===== config.mk =====
export PLATFORM = sky130hd
export DESIGN_NAME = nms_mac
export DESIGN_NICKNAME = d
export VERILOG_FILES = /design/src/sv/nms_pkg.sv /design/src/sv/nms_mac.sv
export SDC_FILE = /design/constraint.sdc
export NUM_CORES = 1
export LEC_CHECK = 0
export BUFFER_PORTS_ARGS = -buffer_cell sky130_fd_sc_hd__buf_4
export CELL_PAD_IN_SITES_DETAIL_PLACEMENT = 0
export CELL_PAD_IN_SITES_GLOBAL_PLACEMENT = 2
export CORE_ASPECT_RATIO = 1.75
export CORE_MARGIN = 5
export CORE_UTILIZATION = 38
export DETAILED_ROUTE_END_ITERATION = 7
export PLACE_DENSITY_LB_ADDON = 0.05
export SETUP_SLACK_MARGIN = 0.05
export SYNTH_ARGS = -nofsm -noshare
export SYNTH_HDL_FRONTEND = slang
export SYNTH_SLANG_ARGS = --single-unit

===== constraint.sdc =====
create_clock -name clock -period 8.05 [get_ports clock]
set_input_delay 2.0125 -clock clock [delete_from_list [all_inputs] [get_ports clock]]
set_output_delay 2.0125 -clock clock [all_outputs]
set_load 0.02 [all_outputs]

===== src/sv/nms_pkg.sv =====
// Shared types, constants and the sigmoid table builder of the neuron MAC block.
package nms_pkg;

   // Field widths fixed by the item format
   localparam int ADDR_W = 10;
   localparam int DATA_W = 16;
   localparam int ACT_W  = 16;
   localparam int ACC_W  = 44;

   // Parameter defaults
   localparam int WEIGHT_DEPTH_DEF   = 1024;
   localparam int FRAC_BITS_DEF      = 12;
   localparam int SIG_TABLE_BITS_DEF = 8;

   // Largest supported sigmoid table
   localparam int SIG_MAX_BITS    = 12;
   localparam int SIG_MAX_ENTRIES = 1 << SIG_MAX_BITS;

   // Item kinds
   localparam logic FUNC_WEIGHT  = 1'b0;
   localparam logic FUNC_ELEMENT = 1'b1;

   // Saturated output codes
   localparam logic [ACT_W-1:0] ACT_LOW  = '0;
   localparam logic [ACT_W-1:0] ACT_HIGH = '1;

   // Accumulator limits
   localparam logic signed [ACC_W-1:0] ACC_MAX = {1'b0, {(ACC_W-1){1'b1}}};
   localparam logic signed [ACC_W-1:0] ACC_MIN = {1'b1, {(ACC_W-1){1'b0}}};

   typedef logic [SIG_MAX_ENTRIES-1:0][ACT_W-1:0] sig_tbl_type;

   typedef struct packed {
      logic                     func;
      logic [ADDR_W-1:0]        weight_addr;
      logic signed [DATA_W-1:0] weight_value;
      logic signed [DATA_W-1:0] x_value;
      logic [ADDR_W-1:0]        start_index;
      logic signed [DATA_W-1:0] bias;
      logic                     last;
   } req_item_type;

   // Element leaving the weight read stage
   typedef struct packed {
      logic                     valid;
      logic                     first;
      logic                     last;
      logic signed [DATA_W-1:0] bias;
      logic signed [DATA_W-1:0] x;
   } elem_type;

   // Finished sum waiting for the activation stage
   typedef struct packed {
      logic                    valid;
      logic signed [ACC_W-1:0] sum;
   } fin_type;

   // Unsigned restoring division, used only while building constants
   function automatic logic [63:0] udiv64(input logic [63:0] n, input logic [63:0] d);
      logic [64:0] rem;
      logic [63:0] q;
      rem = '0;
      q   = '0;
      for (int i = 63; i >= 0; i--) begin
         rem = {rem[63:0], n[i]};
         if (rem >= {1'b0, d}) begin
            rem  = rem - {1'b0, d};
            q[i] = 1'b1;
         end
      end
      return q;
   endfunction

   // Q0.32 product, rounded half up
   function automatic logic [63:0] mul_q32(input logic [63:0] a, input logic [63:0] b);
      logic [63:0] p;
      p = a * b + 64'h8000_0000;
      return p >> 32;
   endfunction

   // Sigmoid of each bin midpoint over [-8,8), Q0.16, saturated
   function automatic sig_tbl_type sig_table_fn(input int tb);
      sig_tbl_type        t;
      logic [63:0]        u;
      logic [63:0]        term;
      logic [63:0]        e1;
      logic [63:0]        e2;
      logic [63:0]        cur;
      logic [63:0]        d;
      logic [63:0]        pos;
      logic [63:0]        neg;
      logic signed [63:0] ser;
      int                 half;
      t    = '0;
      u    = 64'd1 << (35 - tb);
      term = 64'd1 << 32;
      ser  = 64'sd1 <<< 32;
      half = 1 << (tb - 1);
      // e^-u by Taylor series
      for (int j = 1; j <= 12; j++) begin
         term = udiv64((term * u) >> 32, 64'(j));
         if ((j & 1) != 0) ser = ser - signed'(term);
         else ser = ser + signed'(term);
      end
      e1  = unsigned'(ser);
      e2  = mul_q32(e1, e1);
      cur = e1;
      for (int j = 0; j < half; j++) begin
         d   = (64'd1 << 32) + cur;
         pos = udiv64((64'd1 << 48) + (d >> 1), d);
         neg = udiv64((cur << 16) + (d >> 1), d);
         t[half + j]     = (pos > 64'd65535) ? ACT_HIGH : pos[ACT_W-1:0];
         t[half - 1 - j] = (neg > 64'd65535) ? ACT_HIGH : neg[ACT_W-1:0];
         cur = mul_q32(cur, e2);
      end
      return t;
   endfunction

endpackage


===== src/sv/nms_mac.sv =====
// Multiply stage and saturating accumulator with the finished-sum holding register.
module nms_mac #(
   parameter int FRAC_BITS = nms_pkg::FRAC_BITS_DEF
) (
   input  logic                              clock,
   input  logic                              reset,
   input  nms_pkg::elem_type                 s1,
   input  logic signed [nms_pkg::DATA_W-1:0] weight,
   output logic                              s1_free,
   input  logic                              out_free,
   output nms_pkg::fin_type                  fin
);
   import nms_pkg::*;

   localparam int PROD_W = 2 * DATA_W;

   logic                     s2_valid_ff, s2_valid_in;
   logic                     s2_first_ff, s2_last_ff;
   logic signed [DATA_W-1:0] s2_bias_ff;
   logic signed [PROD_W-1:0] prod_ff;
   logic signed [ACC_W-1:0]  acc_ff;
   logic signed [ACC_W-1:0]  sum_ff;
   logic                     fin_valid_ff, fin_valid_in;

   logic                    fin_free, s2_go, s2_free;
   logic signed [ACC_W-1:0] acc_base, acc_sat;
   logic signed [ACC_W:0]   acc_wide;

   // Stall chain: only a last element needs room downstream
   assign fin_free = !fin_valid_ff || out_free;
   assign s2_go    = s2_valid_ff && (!s2_last_ff || fin_free);
   assign s2_free  = !s2_valid_ff || s2_go;
   assign s1_free  = !s1.valid || s2_free;

   // Seed with the bias on the first element, then add and saturate
   always_comb begin
      acc_base = s2_first_ff ? (ACC_W'(s2_bias_ff) <<< FRAC_BITS) : acc_ff;
      acc_wide = (ACC_W+1)'(acc_base) + (ACC_W+1)'(prod_ff);
      if (acc_wide[ACC_W] != acc_wide[ACC_W-1]) begin
         acc_sat = acc_wide[ACC_W] ? ACC_MIN : ACC_MAX;
      end else begin
         acc_sat = acc_wide[ACC_W-1:0];
      end
   end

   assign s2_valid_in  = s2_free ? s1.valid : s2_valid_ff;
   assign fin_valid_in = fin_free ? (s2_go && s2_last_ff) : fin_valid_ff;

   always_ff @(posedge clock) begin
      if (reset) begin
         s2_valid_ff  <= 1'b0;
         fin_valid_ff <= 1'b0;
      end else begin
         s2_valid_ff  <= s2_valid_in;
         fin_valid_ff <= fin_valid_in;
      end
   end

   // Register the product
   always_ff @(posedge clock) begin
      if (s1.valid && s2_free) begin
         prod_ff     <= PROD_W'(weight) * PROD_W'(s1.x);
         s2_first_ff <= s1.first;
         s2_last_ff  <= s1.last;
         s2_bias_ff  <= s1.bias;
      end
   end

   // Accumulate, and capture the neuron's sum on its last element
   always_ff @(posedge clock) begin
      if (s2_go) acc_ff <= acc_sat;
      if (s2_go && s2_last_ff) sum_ff <= acc_sat;
   end

   assign fin.valid = fin_valid_ff;
   assign fin.sum   = sum_ff;

endmodule


### Yosys cells after proc, flatten, opt, wreduce, memory -nomap -nowiden

Index checks and enable logic that the tools add are counted.

* flip-flop bits (word level): 140
* bits of input ports: 54
* output and inout bits: 46
* word-level logic and storage cells: 25

* add/sub/neg operators: 1
* $mul: 1
* eq/ne operators: 1
* mux-type cells: 3
* reductions and logical operators: 11

Operators by type and width (number)
* 44-bit two-way mux: 3
* 44-bit by 32-bit adder with 45-bit output: 1
* 16-bit by 16-bit multiplier with 32-bit output: 1
* 1-bit zero test: 4
* 1-bit logical OR: 4
* 1-bit logical AND: 3
* 1-bit inequality test: 1

### Longest topological paths before layout

Gate-level depths: netlist (run 1).

* word-level depth: 6
* depth in mapped cells: 23
* depth with buffers taken out: 22

### Least setup slack after synthesis (run 1)

No wires, ideal clock.

* path type: input-to-reg
* from: input weight[15] (netlist bit)
* to: register prod_ff[29], data pin
* data arrival time: 7.445 ns
* slack: 0.344 ns
* stages: 19
* buffers on the path: 1
* path through: clkbuf_1 > nand2_1 > inv_1 > fa_1 > fa_1 > fa_1 > fa_1 > fa_1 > inv_1 > fa_1 > inv_1 > ha_1 > and3_1 > nand3_1 > a21oi_1 > nor3_1 > or3b_2 > and3_1 > a311o_1

* cells in the longest elaborated chain, start to end: 1

Ends and longest elaborated chain
* start: declaration: line nms_mac.sv:8 `input logic signed [nms_pkg::DATA_W-1:0] weight,`
* 16-bit by 16-bit multiplier with 32-bit output: line nms_mac.sv:62 `prod_ff <= PROD_W'(weight) * PROD_W'(s1.x);`
* end signal: assignment: line nms_mac.sv:62
* end: declaration: line nms_mac.sv:20 `logic signed [PROD_W-1:0] prod_ff;`

Every way passes these cells.
A chain may end at the register's enable or synchronous reset.

### Worst setup path after layout (run 1)

* from: input s1[4] (netlist bit)
* to: register prod_ff[29], data pin

* cells in the longest elaborated chain, start to end: 1

Ends and longest elaborated chain
* start: declaration: line nms_mac.sv:7 `input nms_pkg::elem_type s1,`
* 16-bit by 16-bit multiplier with 32-bit output: line nms_mac.sv:62

Every way passes these cells.

==> metrics, run 1 <==
status=complete, no violations; clock skew=0.00801 ns; Max Cap Violations=0; ys flop type=edfxtp_1; fmax=131 MHz; endpoint class of the critical path=flop; EDFF count, synth=138; Top-Level Pins=100; worst-path fanout max=7; Netlist cell types=73; gr ovfl total=0; Mapped Cells=1750; routed len/inst=18.0 um; hold slack=0.518 ns; final setup violation count=0; DRT Pass-1 Iters=4; TritonCTS Buffers=17; Yosys warnings=0; Setup Crit Path Kind=input pin to flop; deepest clock path buffer count=2; Resize count post-CTS=0; Synth area leaders=fa_1 30%, edfxtp_1 23%, ha_1 8.9%; CTS tree=yes; Post-synth ARST share=0; Initial DRC Count=392; Clock Latency Late Sink=0.44 ns; Slew Viols, Final=0; CTS sink count=140; RSZ-0062 raised after global routing=no; CP bufs+invs=5; diodes inserted=0; Yosys top cell by area=fa_1; FP Rows=104; Post-CTS Setup Repair Bufs=0; post-route cell area=0.0200 sq mm; Cells after DPL=2443; drc violations=0; min Tclk post-route=7.62 ns; layout cells sized above 1=0.150; Area after DPL=0.0194 sq mm; most frequent cell after synthesis=inv_1; vias in the first global route=13650; top-area cell type share of the netlist area=0.298; first-pass GRT wire length=73300 um; Hold Path Class=flop to flop; Synthesized Nets=2193; largest net degree at the start of global routing=45; Slowest-stage cell, CP=fa_1; clock slew at reported path FFs=0.07 ns; register area share after synthesis=0.237; Largest delay share family, worst path=adder cells; Worst setup SP type=input pin; vias per std cell=4.91; Arr. time, crit path=7.81 ns; Total GRT Usage=0.180; Area Growth Syn to Fin=13.4%; worst slew pin tran=0.816 ns; Detail Route Antenna Nets=0; Chip Height=295 um; clk root buf=clkbuf_16; CP cell instances=buf_4 -> and2_1 -> fa_1 -> inv_1 -> fa_1 -> fa_1 -> inv_1 -> fa_1 -> fa_1 -> inv_1 -> fa_1 -> inv_1 -> ha_1 -> nand2_1 -> o22a_1 -> o21ai_0 -> o21ai_0 -> a21oi_1 -> nor3_1 -> or3b_2 -> and3_1 -> a311o_1; GP Congestion=0.851; Die Wd=173 um; initial antenna violation count=0; routed via count=12145; Post-Syn Area per Cell=10.1 sq um; core outline area=0.0461 sq mm; Yosys reg bits=140; final-report hold violation count=0; die area=0.0510 sq mm; Final HPWL DP=38200 um; Crit path top cell by count=fa_1; H-tree levels=4; Initial Util=0.383; Worst slew margin=0.456; fin cells=2475; worst path required time=8.24 ns; drt total wl=44600 um; Port Buf Inserts=99; max incr delay on CP=0.53 ns; Post-synth top cells=342 x inv_1, 263 x fa_1, 168 x nand2_1; Util after Layout=0.435; CTS Hold Buffers Added=0; crit share post-route=0.946; synthesized cell area=0.0177 sq mm; Final nets=2322
==> layer usage <==
metal  wire length [um]  up-vias  share of wire  global-route usage
met5                  0        -              0                   0
met4                954        0          0.021              0.0553
met3                937       49          0.021              0.0159
met2              24600      175           0.55               0.352
met1              18100     6024           0.40               0.208
li1                   -     5897              -                   -
==> sequential cells by signal, summed over array words and instances, names as in the netlist <==
register and count:
fin_valid_ff 1, s2_bias_ff 16, s2_valid_ff 1, s2_last_ff 1
sum_ff 44, acc_ff 44, prod_ff 32, s2_first_ff 1
==> stage by stage <==
stage | worst slack (ns) | setup TNS, ns
6_report | 0.433 | 0
5_1_grt | 0.103 | 0
4_1_cts | 0.345 | 0
3_5_place_dp | -0.147 | -0.305
3_3_place_gp | -0.0991 | -0.151
2_1_floorplan | 0.344 | 0
==> cells by family after synthesis <==
logic type | Yosys count | synth area share
AOI/OAI and AO/OA | 288 | 0.115
DFF | 140 | 0.237
muxes | 17 | 0.0111
xor gates and xnor gates | 69 | 0.0342
and+or+nand+nor | 445 | 0.126
adders and majority gates | 389 | 0.387
buffers and inverters | 402 | 0.0891
==> path summary, 6_finish.rpt <==
path / slack (ns) / endpoint / startpoint / cells after the start
hold reg to reg: 0.52 / fin_valid_ff / fin_valid_ff / 2
setup / recovery: 0.43 / prod_ff[29] / s1[4] / 22
hold / removal: 0.52 / fin_valid_ff / fin_valid_ff / 2
setup reg to reg: 2.87 / sum_ff[23] / s2_first_ff / 13
==> cell usage in the layout, fill, tap and decap left out, types with 27 or more instances in the layout <==
cell type,synthesis,routed
a21oi_1,69,69
xor2_1,27,27
fa_1,263,263
nand2_1,168,168
buf_4,1,169
inv_1,342,342
xnor2_1,42,42
nor2_1,54,53
edfxtp_1,138,138
and2_1,120,120
o21ai_0,58,58
ha_1,126,126
==> area by class of cell <==
cell class | instances | area (sq um)
clock inverters | 15 | 193
fillers | 4592 | 26000
flip-flops and latches | 140 | 4180
repair buffers | 170 | 1290
multi-input cells | 1208 | 11900
well taps | 583 | 729
inverters | 342 | 1280
clock buffers | 17 | 425
==> tightest hold or removal path: stages (launching register included) <==
cell	delay [ns]
dfxtp_1	0.33
nand2b_1	0.09
a21oi_1	0.06
Power of run 1 is not shown: default switching activity piles up to over one toggle a cycle in this logic, so the estimate is an artifact.
==> run 2: changes to the inputs <==
Settings changed: CORE_ASPECT_RATIO 1.75 to 1.1.
==> metrics, run 2 (same netlist as run 1, synthesis figures left out) <==
status=complete, no violations; Hold Path Class=flop to flop; vias per std cell=4.88 (-0.47%); die area=0.0509 sq mm (-0.32%); CP cell instances=buf_4 -> and2_1 -> fa_1 -> inv_1 -> fa_1 -> fa_1 -> inv_1 -> fa_1 -> fa_1 -> inv_1 -> fa_1 -> inv_1 -> ha_1 -> nand2_1 -> o22a_1 -> o21ai_0 -> o21ai_0 -> a21oi_1 -> nor3_1 -> or3b_2 -> and3_1 -> a311o_1; worst-path fanout max=13 (+6); final setup violation count=0 (unchanged); vias in the first global route=12871 (-5.7%); diodes inserted=0 (unchanged); Worst setup SP type=input pin; H-tree levels=4 (unchanged); Setup WS pre-CTS=-0.0583 ns (+0.0891 ns); Util after Layout=0.430 (-0.00437); FP Rows=82 (-21%); Final HPWL DP=35400 um (-7.3%); GP Congestion=0.826 (-2.9%); fmax=132 MHz (+0.32%); Chip Height=236 um (-20%); # fillers=4492 (-2.2%); Initial DRC Count=439 (+12%); area of the multi-input gates=0.0119 sq mm (unchanged); largest net degree at the start of global routing=51 (+13%); core outline area=0.0458 sq mm (-0.66%); most common cell after layout, fill and taps aside=inv_1; Initial Util=0.386 (+0.00256); TritonCTS Buffers=17 (unchanged); clock slew at reported path FFs=0.06 ns (about the same); fin cells=2443 (-1.3%); Die Wd=216 um (+25%); clk root buf=clkbuf_16; worst path required time=8.23 ns (about the same); Top-Level Pins=100 (unchanged); CTS sink count=140 (unchanged); deepest clock path buffer count=2 (unchanged); Area Growth Syn to Fin=11.6%; endpoint class of the critical path=flop; Slowest-stage cell, CP=fa_1; Detail Route Antenna Nets=0 (unchanged); Final nets=2287 (-1.5%); Setup Crit Path Kind=input pin to flop; CTS Hold Buffers Added=0 (unchanged); worst slew pin tran=0.810 ns (-0.00634 ns); Total GRT Usage=0.172 (-0.00868); most frequent cells in the layout=342 x inv_1, 263 x fa_1, 168 x nand2_1; top flop regs=acc_ff: 44 flops, sum_ff: 44 flops, prod_ff: 32 flops; clock skew=0.00973 ns (+0.00171 ns); first-pass GRT wire length=70600 um (-3.7%); Slew Viols, Final=0 (unchanged); crit share post-route=0.943 (-0.00298); Max Cap Violations=0 (unchanged); routed len/inst=17.4 um (-3.2%); DRT Pass-1 Iters=5 (+1); gr ovfl total=0 (unchanged); Crit path top cell by count=fa_1; max incr delay on CP=0.54 ns (about the same); Clock Latency Late Sink=0.44 ns (about the same); worst setup margin=0.457 ns (+0.0240 ns); Port Buf Inserts=99 (unchanged); Post-CTS Setup Repair Bufs=0 (unchanged); final-report hold violation count=0 (unchanged); layout cells sized above 1=0.132 (-0.0180); RSZ-0062 raised after global routing=no; Register Area=0.00418 sq mm (unchanged); Arr. time, crit path=7.78 ns (-0.03 ns); min Tclk post-route=7.59 ns (-0.0240 ns); Cells after DPL=2413 (-1.2%); drt total wl=42600 um (-4.4%); routed via count=11932 (-1.8%); setup TNS=0 ns (unchanged); drc violations=0 (unchanged); Resize count post-CTS=0 (unchanged); initial antenna violation count=0 (unchanged); Worst slew margin=0.460 (+0.00423); CTS tree=yes
## run 2: cell count changes in the layout (fill, tap and decap cells not counted)
cell and delta:
clkinv_8 -1, clkinv_4 +2, clkinv_2 +4, buf_12 -1, clkbuf_1 +1, clkinv_1 +1, clkinvlp_4 +1, buf_4 -34
inv_8 -5, inv_6 -5
## run 2: worst paths after layout
kind / startpoint / to / slack, ns / cells past startpoint
min reg2reg: fin_valid_ff / fin_valid_ff / 0.51 / 2
max reg2reg: s2_first_ff / sum_ff[38] / 3.28 / 14
min: fin_valid_ff / fin_valid_ff / 0.51 / 2
max: s1[4] / prod_ff[29] / 0.46 / 22
## run 2: per-stage QoR
stage,hold slack (ns),instance area (sq um)
after floorplan,0.471,17700
after global placement,0.492,19100
after detailed placement,0.507,19100
after CTS,0.518,19700
after global routing,0.557,19700
final,0.513,19700
## run 2: worst max-delay path: cells and delay by family
| family | cells | cell delay [ns] |
|---|---|---|
| AO/OA/AOI/OAI | 5 | 1.07 |
| buffers and inverters | 5 | 0.35 |
| AND/OR/NAND/NOR | 5 | 1.03 |
| adder cells (fa/ha/maj) | 7 | 3.30 |
## run 2: layer usage
layer | vias up | share of wire | global-route usage | routed length, um
met1 | 5928 | 0.50 | 0.246 | 21100
li1 | 5824 | - | - | -
met5 | - | 0 | 0 | 0
met2 | 147 | 0.47 | 0.285 | 20000
met3 | 33 | 0.021 | 0.0159 | 915
met4 | 0 | 0.014 | 0.0390 | 604
## run 2: cell type report
cell class	instances	area share
repair buffers	135	0.0515
flip-flops and latches	140	0.212
inverters	342	0.0652
clock inverters	12	0.00635
multi-input cells	1208	0.605
well taps	588	0.0374
clock buffers	18	0.0218
Power of run 2 is left out for the same reason.
==> run 3: changes to the inputs <==
Settings changed: ABC_AREA set to 1, CORE_UTILIZATION 38 to 35, SKIP_LAST_GASP set to 1.
==> metrics, run 3 <==
status=complete, no violations; final setup violation count=0 (unchanged); Initial Util=0.352 (-0.0341); vias in the first global route=16034 (+25%); first-pass GRT wire length=91200 um (+29%); Initial DRC Count=563 (+28%); clock slew at reported path FFs=0.07 ns (about the same); most frequent cells in the layout=734 x nand2_1, 594 x inv_1, 263 x fa_1; Slew Viols, Final=0 (unchanged); core outline area=0.0546 sq mm (+19%); deepest clock path buffer count=2 (unchanged); Top-Level Pins=100 (unchanged); most common cell after layout, fill and taps aside=nand2_1; Arr. time, crit path=7.86 ns (+0.08 ns); CTS Hold Buffers Added=0 (unchanged); Setup Crit Path Kind=input pin to flop; Clock Latency Late Sink=0.45 ns (about the same); die area=0.0597 sq mm (+17%); crit share post-route=0.950 (+0.00699); TritonCTS Buffers=17 (unchanged); drc violations=0 (unchanged); FP Rows=90 (+9.8%); Synth area leaders=fa_1 27%, edfxtp_1 22%, nand2_1 14%; Post-synth ARST share=0 (unchanged); EDFF count, synth=138 (unchanged); diodes inserted=0 (unchanged); vias per std cell=4.53 (-7.2%); H-tree levels=4 (unchanged); final-report hold violation count=0 (unchanged); Die Wd=233 um (+8.3%); fmax=131 MHz (-0.74%); CTS tree=yes; GP Congestion=0.868 (+5.1%); Post-synth top cells=734 x nand2_1, 595 x inv_1, 263 x fa_1; routed via count=14691 (+23%); routed len/inst=17.6 um (+1.1%); Yosys warnings=0 (unchanged); endpoint class of the critical path=flop; # fillers=5791 (+29%); Worst setup SP type=input pin; M3 GR Usage=0.0139 (-0.00203); Worst slew margin=0.483 (+0.0227); initial antenna violation count=0 (unchanged); Total GRT Usage=0.197 (+0.0251); Resize count post-CTS=0 (unchanged); clk root buf=clkbuf_16; Final nets=2935 (+28%); busiest grt layer=met2; ys flop type=edfxtp_1; worst path required time=8.26 ns (+0.03 ns); Detail Route Antenna Nets=0 (unchanged); Chip Height=256 um (+8.3%); Yosys reg bits=140 (unchanged); Cells after DPL=3209 (+33%); Netlist cell types=43 (-41%); top-area cell type share of the netlist area=0.274 (-0.0241); Yosys top cell by area=fa_1; Post-CTS Setup Repair Bufs=0 (unchanged); CTS sink count=140 (unchanged); layout cells sized above 1=0.0846 (-0.0474); Post-Syn Area per Cell=7.87 sq um (-22%); fin cells=3241 (+33%); clock skew=0.00876 ns (-0.000968 ns); largest net degree at the start of global routing=51 (unchanged); RSZ-0062 raised after global routing=no; min Tclk post-route=7.65 ns (+0.0563 ns); Hold Path Class=flop to flop; Final HPWL DP=48300 um (+36%); Synthesized Nets=2883 (+31%); gr ovfl total=0 (unchanged); register area share after synthesis=0.218 (-0.0192); Mapped Cells=2440 (+39%); synthesized cell area=0.0192 sq mm (+8.8%); drt total wl=57100 um (+34%); Port Buf Inserts=99 (unchanged); most frequent cell after synthesis=nand2_1; Area Growth Syn to Fin=10.2%; Max Cap Violations=0 (unchanged); worst-path fanout max=16 (+3); met2 usage in global routing=0.367 (+0.0823); M1 GR Usage=0.241 (-0.00514); top flop regs=acc_ff: 44 flops, sum_ff: 44 flops, prod_ff: 32 flops; DRT Pass-1 Iters=5 (unchanged); worst slew pin tran=0.775 ns (-0.0341 ns)
-- run 3: logic make-up (layout without fill, tap and decap cells) --
family | after synthesis | in the layout | synth area share
flops | 140 | 140 | 0.218
buf+inv | 679 | 744 | 0.137
compound gates | 133 | 133 | 0.0391
fa+ha+maj | 389 | 389 | 0.356
xor+xnor | 58 | 58 | 0.0264
simple gates | 1041 | 1041 | 0.223
-- run 3: per-stage QoR --
step	setup TNS, ns	worst slack (ns)	util	hold WS (ns)	area [sq um]
after floorplan	0	0.642	-	0.474	19200
after global placement	-0.116	-0.116	0.377	0.553	20600
after detailed placement	-0.215	-0.215	0.377	0.555	20600
after CTS	0	0.276	0.388	0.565	21200
after global routing	0	0.125	0.388	0.602	21200
final	0	0.400	0.388	0.558	21200
-- run 3: area by class of cell --
type                       count  area, sq um  area share
sequential                   140         4180       0.198
clock buffer                  17          425      0.0201
clock inverter                15          166     0.00786
tap                          736          921      0.0435
inverter                     605         2270       0.107
multi-input combinational   1621        12400       0.586
timing repair buffer         107          803      0.0379
-- run 3: per-layer routing --
| layer | wire, um | part of all wire |
|---|---|---|
| met3 | 983 | 0.017 |
| met2 | 30300 | 0.53 |
| met4 | 1630 | 0.028 |
| met5 | 0 | 0 |
| met1 | 24200 | 0.42 |
-- run 3: final timing paths --
path,end,depth (start not counted),slack (ns),start
min reg2reg,fin_valid_ff,2,0.56,s2_valid_ff
max,prod_ff[28],17,0.40,s1[1]
min,fin_valid_ff,2,0.56,s2_valid_ff
max reg2reg,sum_ff[20],18,3.78,s2_first_ff
-- run 3: critical path: stages --
cell and delay, ns:
buf_4 0.18, nand2_1 0.12, inv_1 0.09, fa_1 0.64, fa_1 0.82, inv_1 0.14, fa_1 0.52, fa_1 0.57
fa_1 0.43, fa_1 0.50, inv_1 0.04, ha_1 0.37, nand2_1 0.13, nor4_1 0.68, nand3_1 0.37, nand4_1 0.16
nand2_1 0.06
Power of run 3 is left out for the same reason.
